<file path="src/sv/drod_pkg.sv">
// ----------------------------------------------------------------------------
// drod_pkg
// Widths, calendar tables and pipeline stage types for the overlap counter.
// ----------------------------------------------------------------------------
package drod_pkg;

   localparam int YEAR_W       = 14;
   localparam int MONTH_W      = 4;
   localparam int DAY_W        = 5;
   localparam int DATE_W       = YEAR_W + MONTH_W + DAY_W;
   localparam int NUM_DATES    = 4;
   localparam int DNUM_W       = 23;   // day number of any 14-bit year fits
   localparam int COUNT_W      = 22;
   localparam int OFFS_W       = 9;
   localparam int RECIP_W      = 13;
   localparam int PROD_W       = YEAR_W + RECIP_W;
   localparam int RECIP_SHIFT  = 19;
   localparam int Q_W          = PROD_W - RECIP_SHIFT;
   localparam int MAX_YEAR_DEF = 9999;
   localparam int REQ_DATA_W   = ((NUM_DATES * DATE_W + 7) / 8) * 8;
   localparam int RSP_DATA_W   = ((COUNT_W + 7) / 8) * 8;

   // x / 100 == (x * 5243) >> 19 for every x below 43699
   localparam logic [RECIP_W-1:0] RECIP_100 = 13'd5243;
   localparam logic [YEAR_W-1:0]  CENTURY   = 14'd100;
   localparam logic [DNUM_W-1:0]  YEAR_DAYS = 23'd365;
   localparam logic [MONTH_W-1:0] FEB       = 4'd2;
   localparam logic [MONTH_W-1:0] DEC       = 4'd12;

   typedef struct packed {
      logic [DAY_W-1:0]   day;
      logic [MONTH_W-1:0] month;
      logic [YEAR_W-1:0]  year;
   } date_type;

   typedef struct packed {
      logic [YEAR_W-1:0]  year;
      logic [MONTH_W-1:0] month;
      logic [DAY_W-1:0]   day;
      logic [YEAR_W-1:0]  prev_year;
      logic [PROD_W-1:0]  prod_prev;
      logic [PROD_W-1:0]  prod_year;
      logic               bad;
   } s1_date_type;

   typedef struct packed {
      logic [DNUM_W-1:0] base;
      logic [OFFS_W-1:0] offs;
      logic              ok;
   } s2_date_type;

   function automatic logic [DAY_W-1:0] month_days(input logic [MONTH_W-1:0] month,
                                                   input logic leap);
      logic [DAY_W-1:0] len;
      unique case (month)
         4'd2:                      len = leap ? 5'd29 : 5'd28;
         4'd4, 4'd6, 4'd9, 4'd11:   len = 5'd30;
         default:                   len = 5'd31;
      endcase
      return len;
   endfunction

   function automatic logic [OFFS_W-1:0] days_before(input logic [MONTH_W-1:0] month);
      logic [OFFS_W-1:0] n;
      unique case (month)
         4'd2:    n = 9'd31;
         4'd3:    n = 9'd59;
         4'd4:    n = 9'd90;
         4'd5:    n = 9'd120;
         4'd6:    n = 9'd151;
         4'd7:    n = 9'd181;
         4'd8:    n = 9'd212;
         4'd9:    n = 9'd243;
         4'd10:   n = 9'd273;
         4'd11:   n = 9'd304;
         4'd12:   n = 9'd334;
         default: n = 9'd0;
      endcase
      return n;
   endfunction

endpackage

</file>
<file path="src/sv/date_range_overlap_days_top.sv">
// Throughput: one transaction per cycle; each stage holds only while the next is full.
// Stages: range check and reciprocal multiplies, leap/validity and year base,
//   day number, span bounds, count with saturation (output register).
// Reset: synchronous, active high; clears all stage valid bits.
// ----------------------------------------------------------------------------
// date_range_overlap_days_top
// Inclusive day count shared by two Gregorian date periods, five-stage pipeline.
// ----------------------------------------------------------------------------
module date_range_overlap_days_top #(
   parameter int MAX_YEAR = drod_pkg::MAX_YEAR_DEF
) (
   input  logic                            clock,
   input  logic                            reset,
   input  logic                            req_tvalid,
   output logic                            req_tready,
   // low to high: a_start_year, a_start_month, a_start_day, a_end_year, a_end_month,
   // a_end_day, b_start_year, b_start_month, b_start_day, b_end_year, b_end_month,
   // b_end_day, zero pad
   input  logic [drod_pkg::REQ_DATA_W-1:0] req_tdata,
   output logic                            rsp_tvalid,
   input  logic                            rsp_tready,
   // low to high: overlap_days, zero pad
   output logic [drod_pkg::RSP_DATA_W-1:0] rsp_tdata,
   // date_error
   output logic                            rsp_tuser
);
   import drod_pkg::*;

   localparam logic [YEAR_W:0] YEAR_LIMIT = (YEAR_W+1)'(MAX_YEAR);

   // date order in the transaction: A start, A end, B start, B end
   localparam int A_START = 0;
   localparam int A_END   = 1;
   localparam int B_START = 2;
   localparam int B_END   = 3;

   logic              v1_ff, v2_ff, v3_ff, v4_ff, v5_ff;
   logic              rdy1, rdy2, rdy3, rdy4, rdy5;

   s1_date_type       s1_ff [NUM_DATES];
   s1_date_type       s1_in [NUM_DATES];
   s2_date_type       s2_ff [NUM_DATES];
   s2_date_type       s2_in [NUM_DATES];
   logic [DNUM_W-1:0] num_ff [NUM_DATES];
   logic [DNUM_W-1:0] num_in [NUM_DATES];
   logic              ok3_ff, ok3_in;
   logic [DNUM_W-1:0] lo_ff, lo_in, hi_ff, hi_in;
   logic              ok4_ff;
   logic [COUNT_W-1:0] cnt_ff, cnt_in;
   logic              err_ff;

   // backpressure: a stage takes new data when empty or when it drains
   assign rdy5       = !v5_ff || rsp_tready;
   assign rdy4       = !v4_ff || rdy5;
   assign rdy3       = !v3_ff || rdy4;
   assign rdy2       = !v2_ff || rdy3;
   assign rdy1       = !v1_ff || rdy2;
   assign req_tready = rdy1;

   // stage 1: field range checks and the /100 reciprocal products
   always_comb begin
      for (int i = 0; i < NUM_DATES; i++) begin
         date_type dt;
         dt = date_type'(req_tdata[i*DATE_W +: DATE_W]);
         s1_in[i].year      = dt.year;
         s1_in[i].month     = dt.month;
         s1_in[i].day       = dt.day;
         s1_in[i].prev_year = dt.year - 1'b1;
         s1_in[i].prod_prev = PROD_W'(dt.year - 1'b1) * PROD_W'(RECIP_100);
         s1_in[i].prod_year = PROD_W'(dt.year) * PROD_W'(RECIP_100);
         s1_in[i].bad       = (dt.year == '0) || ({1'b0, dt.year} > YEAR_LIMIT) ||
                              (dt.month == '0) || (dt.month > DEC) || (dt.day == '0);
      end
   end

   // stage 2: leap year, day limit, year base and in-year offset
   always_comb begin
      for (int i = 0; i < NUM_DATES; i++) begin
         logic [Q_W-1:0]    q100, q400, yq;
         logic [YEAR_W-1:0] yq_x100;
         logic              leap;
         q100    = s1_ff[i].prod_prev[PROD_W-1:RECIP_SHIFT];
         q400    = q100 >> 2;
         yq      = s1_ff[i].prod_year[PROD_W-1:RECIP_SHIFT];
         yq_x100 = YEAR_W'(yq) * CENTURY;
         // divisible by 4, and by 400 when it is a century year
         leap    = (s1_ff[i].year[1:0] == 2'b00) &&
                   ((yq_x100 != s1_ff[i].year) || (yq[1:0] == 2'b00));
         s2_in[i].ok   = !s1_ff[i].bad &&
                         (s1_ff[i].day <= month_days(s1_ff[i].month, leap));
         s2_in[i].base = DNUM_W'(s1_ff[i].prev_year) * YEAR_DAYS
                       + DNUM_W'(s1_ff[i].prev_year[YEAR_W-1:2])
                       - DNUM_W'(q100) + DNUM_W'(q400);
         s2_in[i].offs = days_before(s1_ff[i].month)
                       + OFFS_W'(leap && (s1_ff[i].month > FEB))
                       + OFFS_W'(s1_ff[i].day);
      end
   end

   // stage 3: day numbers
   always_comb begin
      ok3_in = 1'b1;
      for (int i = 0; i < NUM_DATES; i++) begin
         num_in[i] = s2_ff[i].base + DNUM_W'(s2_ff[i].offs);
         ok3_in    = ok3_in && s2_ff[i].ok;
      end
   end

   // stage 4: later start, earlier end
   assign lo_in = (num_ff[A_START] > num_ff[B_START]) ? num_ff[A_START] : num_ff[B_START];
   assign hi_in = (num_ff[A_END] < num_ff[B_END]) ? num_ff[A_END] : num_ff[B_END];

   // stage 5: inclusive count, saturated to the output width
   always_comb begin
      logic [DNUM_W-1:0] span;
      span   = hi_ff - lo_ff + 1'b1;
      cnt_in = '0;
      if (ok4_ff && (lo_ff <= hi_ff)) begin
         cnt_in = (span[DNUM_W-1:COUNT_W] != '0) ? '1 : span[COUNT_W-1:0];
      end
   end

   always_ff @(posedge clock) begin
      if (reset) begin
         v1_ff <= 1'b0;
         v2_ff <= 1'b0;
         v3_ff <= 1'b0;
         v4_ff <= 1'b0;
         v5_ff <= 1'b0;
      end else begin
         if (rdy1) v1_ff <= req_tvalid;
         if (rdy2) v2_ff <= v1_ff;
         if (rdy3) v3_ff <= v2_ff;
         if (rdy4) v4_ff <= v3_ff;
         if (rdy5) v5_ff <= v4_ff;
      end
   end

   always_ff @(posedge clock) begin
      if (rdy1) begin
         s1_ff <= s1_in;
      end
      if (rdy2) begin
         s2_ff <= s2_in;
      end
      if (rdy3) begin
         num_ff <= num_in;
         ok3_ff <= ok3_in;
      end
      if (rdy4) begin
         lo_ff  <= lo_in;
         hi_ff  <= hi_in;
         ok4_ff <= ok3_ff;
      end
      if (rdy5) begin
         cnt_ff <= cnt_in;
         err_ff <= !ok4_ff;
      end
   end

   assign rsp_tvalid = v5_ff;
   assign rsp_tdata  = RSP_DATA_W'(cnt_ff);
   assign rsp_tuser  = err_ff;

endmodule

</file>
<file path="config.mk">
export PLATFORM = sky130hd
export DESIGN_NAME = date_range_overlap_days_top
export DESIGN_NICKNAME = d
export VERILOG_FILES = /design/src/sv/drod_pkg.sv /design/src/sv/date_range_overlap_days_top.sv
export SDC_FILE = /design/constraint.sdc
export NUM_CORES = 2
export LEC_CHECK = 0
export BUFFER_PORTS_ARGS = -buffer_cell sky130_fd_sc_hd__buf_2
export CAP_MARGIN = 20
export CORE_MARGIN = 3
export CORE_UTILIZATION = 45
export DETAILED_ROUTE_END_ITERATION = 8
export GPL_TIMING_DRIVEN = 0
export PLACE_DENSITY_LB_ADDON = 0.08
export SETUP_SLACK_MARGIN = 0.02
export SYNTH_ARGS = -nofsm -noshare
export SYNTH_HDL_FRONTEND = slang
export SYNTH_SLANG_ARGS = --single-unit
export TNS_END_PERCENT = 30
</file>
<file path="constraint.sdc">
create_clock -name clock -period 10.95 [get_ports clock]
set_input_delay 2.19 -clock clock [delete_from_list [all_inputs] [get_ports clock]]
set_output_delay 2.19 -clock clock [all_outputs]
set_load 0.01 [all_outputs]
</file>
* After elaboration in Yosys (flattened, before gate mapping)
Memory sizes are Yosys's and may differ from the RTL's. A register that Yosys moved wholly into a read port is not among the register bits.
Index checks and enable logic that the tools add are counted.
** Word-level totals
- Register bits after elaboration :: 668
- Bits in read-only memories :: 576
- Memories kept :: 4
** Memory list
- (name not given) :: depth 16, bits a word 9, read ports 1, clocked after Yosys merged registers in 1, write ports 0, RTL line drod_pkg.sv:65 : unique case (month)
- (name not given) :: depth 16, bits a word 9, read ports 1, clocked after Yosys merged registers in 1, write ports 0, RTL line drod_pkg.sv:65
- (name not given) :: depth 16, bits a word 9, read ports 1, clocked after Yosys merged registers in 1, write ports 0, RTL line drod_pkg.sv:65
- (name not given) :: depth 16, bits a word 9, read ports 1, clocked after Yosys merged registers in 1, write ports 0, RTL line drod_pkg.sv:65
** Cells by class
- $add $sub $neg :: 34
- $mul :: 16
- Order comparisons :: 19
- Eq/ne operators :: 24
- Muxes and demuxes :: 15
- Reductions and logical operators :: 75
** Operator list (number)
- 14-bit by 13-bit multiplier with 27-bit output, second input constant :: 4
- 15-bit by 14-bit multiplier with 27-bit output, second input constant :: 4
- 23-bit by 12-bit adder with 23-bit output :: 4
- 23-bit by 6-bit adder with 23-bit output :: 4
- 23-bit by 9-bit adder with 23-bit output :: 4
- 14-bit by 9-bit multiplier with 23-bit output, second input constant :: 4
- 23-bit by 8-bit subtractor with 23-bit output :: 4
- 14-bit by 1-bit subtractor with 15-bit output, second input constant :: 4
- 14-bit > comparator, second input constant :: 4
- 14-bit logical NOT :: 4
- 14-bit != test :: 4
- 14-bit by 1-bit subtractor with 14-bit output, second input constant :: 4
- 8-bit by 5-bit multiplier with 12-bit output, second input constant :: 4
- 23-bit two-way mux :: 2
- 9-bit by 1-bit adder with 9-bit output :: 4
- 9-bit by 5-bit adder with 9-bit output :: 4
- 4-bit by 3-bit == test with 1-bit output, second input constant :: 8
- 4-bit == test, second input constant :: 8
- 1-bit logical OR :: 25
- 23-bit by 1-bit adder with 23-bit output, second input constant :: 1
- 23-bit > comparator :: 1
- 23-bit less-or-equal comparator :: 1
- 23-bit less-than comparator :: 1
- 23-bit subtractor :: 1
- other kinds (14) :: 75

* Longest topological paths before layout
- Depth in word-level cells :: 8
- Gate-level depth with buffers :: 30
- Gate-level depth less buffers :: 30

* Worst setup path before layout
Ideal clock, no wire load.
- Kind :: input port to flip-flop
- Start :: in req_tdata[49] (netlist bit)
- End :: reg s1_ff[144] (netlist bit) (data pin)
- Library setup time :: 0.257 ns
- Data arrival time :: 8.829 ns
- Slack :: 1.864 ns
- Cell stages on the path :: 27
- Path buffers :: 1
- Cells stage by stage :: inv_1 -> ha_1 -> a21boi_0 -> o211ai_1 -> nand2_1 -> nand2_1 -> clkbuf_1 -> clkinv_1 -> fa_1 -> inv_1 -> fa_1 -> inv_1 -> fa_1 -> fa_1 -> inv_1 -> fa_1 -> inv_1 -> ha_1 -> a2111o_1 -> a21oi_1 -> o211ai_1 -> a41oi_1 -> nor3_1 -> o31ai_1 -> nand2b_1 -> a21o_1 -> xor2_1
** RTL lines
- from (decl) :: RTL line date_range_overlap_days_top.sv:19 : input logic [drod_pkg::REQ_DATA_W-1:0] req_tdata,
- to (signal assigned) :: RTL line date_range_overlap_days_top.sv:141 : s1_ff <= s1_in;
- to (decl) :: RTL line date_range_overlap_days_top.sv:40 : s1_date_type s1_ff [NUM_DATES];

==> reports/metrics.cfg <==
[synth]
ys_ff_latch=552
netlist_area_um2=73600
avgSynthCellArea_um2=10.5
synth_area_leader_cell=fa_1
ys_async_sr_fraction_pct=0
synth_most_common_cell=inv_1
yosys.cell_types.count=85
netlist.area_leader.share_pct=24.8
synthTopCellsByCount=inv_1, ha_1, fa_1
synth_edf_count=511
synthFlopType=edfxtp_1
netlist_instances=6984
ys_seq_area_share_pct=21.9
synthTopCellsByArea=fa_1, ha_1, edfxtp_1
ys_warn_count=0

[timing]
slew_viol_final=0
hold_slack_ps=424
tightest_slew_ps=1130
fin_setup_tns_ps=0
period_share_pct=91.0
fin_skew_ps=41.2
rsz0062_at_grt=false
slew_headroom_pct=23.9
layout_min_cycle_time_ps=9960
hold_violations=0
clock.fmax_mhz=100
setup_violations=0

[global_routing]
grt_max_degree=111
grt_pass1_wl_um=258000
grtUsageTotal_pct=19.2
overflow=0
grt_pass1_vias=48500
antenna_found_initial=7

[cts]
htreeDepth=3
clock_latency_ps=680
cts_tree=yes
cts_resized=0
post-cts-setup-buffers=0
cts_hold_buf=0
numCtsBuffers=74
clkSinkCount=552
cts_root_buf=clkbuf_16
clkSlewWorstSetupHoldPaths_ps=60
clock_path_buffers=3

[finish]
drive_gt1_share_pct=4.60
synthToLayoutAreaGrowth_pct=8.42
nets=9667

[critical_path]
path_buf_inv=5
cp_max_fo=20
path_delay_family=adder cells
r2r_start=s1_ff[60]$_DFFE_PN_
critPathMaxStageDelay_ps=780
cp_data_required_time_ps=11390
startpoint=req_tdata[0]
cp_slowest_cell=nand2_1
endpoint_kind=flop
criticalPathCategory=input port to flop
worst_ep_arrival_time_ps=10400
worstSetupStartpointType=input port

[placed_design]
dp_hpwl_um=132000
place_congestion=0.835
port_buffers=120

[floorplanning]
die_y_um=411
die_area_um2=169000
die_w_um=411
num_rows=147
start_util_pct=45.6
ioPinCount=127
core_region_area_um2=161000

[routing]
dr.pass1.iters=5
routedWlPerCell_um=16.5
drt-total-wl_um=155000
ant_nets=0
vias_per_cell=4.83
drt_iter0_drc=1713
remaining_drc_errors=0
vias=45500

[min_path]
hold_class=flop to flop
min_from=ok3_ff$_DFFE_PP_

[job]
cap_violations=0

[outcome]
status=finished clean

[state kept, by name, summed over array words and instances (netlist names), named ones only]
name and cells:
cnt_ff 22, hi_ff 23, lo_ff 23, num_ff 92, ok3_ff 1, ok4_ff 1, rsp_tuser 1, rsp_tvalid 1
s1_ff 216, s2_ff 132, v1_ff 1, v2_ff 1, v3_ff 1, v4_ff 1
[logic make-up (layout without fill, tap and decap cells)]
group | after synthesis | in the layout | share of synthesized area [%]
compound gates | 755 | 755 | 6.55
xor+xnor | 467 | 467 | 5.56
fa+ha+maj | 2366 | 2366 | 49.5
buf+inv | 1964 | 2240 | 10.1
flops | 552 | 552 | 21.9
mux | 79 | 79 | 1.17
other cells | 1 | 4 | 0.00509
simple gates | 800 | 800 | 5.24
[final timing paths]
path	endpoint	slack (ps)	cells past startpoint
hold / removal	ok4_ff$_DFFE_PP_	420	0
hold reg to reg	ok4_ff$_DFFE_PP_	420	0
setup / recovery	s1_ff[330]$_DFFE_PN_	990	25
setup reg to reg	s2_ff[31]$_DFFE_PP_	5250	19
[worst register-to-register path: stages, from the launching register on]
cell and delay [ps]:
edfxtp_1 600, inv_1 150, ha_1 330, fa_1 490, inv_1 50, fa_1 540, inv_1 50, fa_1 470
inv_1 50, fa_1 430, ha_1 350, a21o_1 130, a21o_1 130, o21ai_0 90, a2111oi_0 680, o31ai_1 180
a21oi_1 300, a211o_1 190, a21oi_1 70, xnor2_1 130
[placed cells by master (no fill, tap or decap), types with 11 or more instances in the layout]
| cell | instances |
|---|---|
| nand2_1 | 220 |
| nand2b_1 | 34 |
| nor4_1 | 11 |
| or4_1 | 17 |
| mux2_2 | 35 |
| a211oi_1 | 25 |
| buf_4 | 12 |
| inv_1 | 1939 |
| a21o_1 | 125 |
| edfxtp_1 | 511 |
| nor3_1 | 51 |
| nand4_1 | 43 |
| a21oi_1 | 215 |
| xor2_1 | 104 |
| or2_2 | 13 |
| o21ai_0 | 170 |
| o211ai_1 | 28 |
| o21a_1 | 37 |
| ha_1 | 1455 |
| and4_1 | 13 |
| and3_1 | 39 |
| o21bai_1 | 12 |
| clkinv_2 | 13 |
| fa_1 | 911 |
| nor2b_1 | 41 |
| mux2i_1 | 24 |
| or3_1 | 12 |
| a31oi_1 | 16 |
| and2_1 | 11 |
| clkbuf_1 | 25 |
| mux2_1 | 20 |
| clkbuf_16 | 77 |
| nand3_1 | 82 |
| xnor2_1 | 362 |
| buf_2 | 125 |
| a21boi_0 | 21 |
| dfxtp_1 | 41 |
| nor2_1 | 201 |
[layer usage]
| layer | up-vias | global-route usage (%) | part of all wire (%) |
|---|---|---|---|
| met5 | - | 0 | 0.017 |
| met4 | 4 | 3.72 | 1.6 |
| met3 | 120 | 2.09 | 3.3 |
| met2 | 462 | 30.5 | 45 |
| met1 | 22200 | 28.4 | 50 |
| li1 | 22800 | - | - |
[metrics by stage]
stage / utilization, % / area [um2] / setup WS, ps / instances
2_1_floorplan: - / 73700 / 1860 / 6985
3_3_place_gp: 47.7 / 77000 / 3.73 / 9265
3_5_place_dp: 47.8 / 77200 / 186 / 9281
4_1_cts: 49.4 / 79800 / 875 / 9417
5_1_grt: 49.4 / 79800 / 451 / 9422
6_report: 49.4 / 79800 / 987 / 9423
[final cells by class]
type	count	area, um2
well taps	2160	2700
flip-flops and latches	552	16200
diodes	2	5.00
clock buffers	96	2040
fillers	15000	81600
repair buffers	140	911
inverters	1944	7300
clock inverters	40	517
plain buffers	20	115
multi-input cells	4469	50100
Power is not shown: default switching activity piles up to over one toggle a cycle in this logic, so the estimate is an artifact.
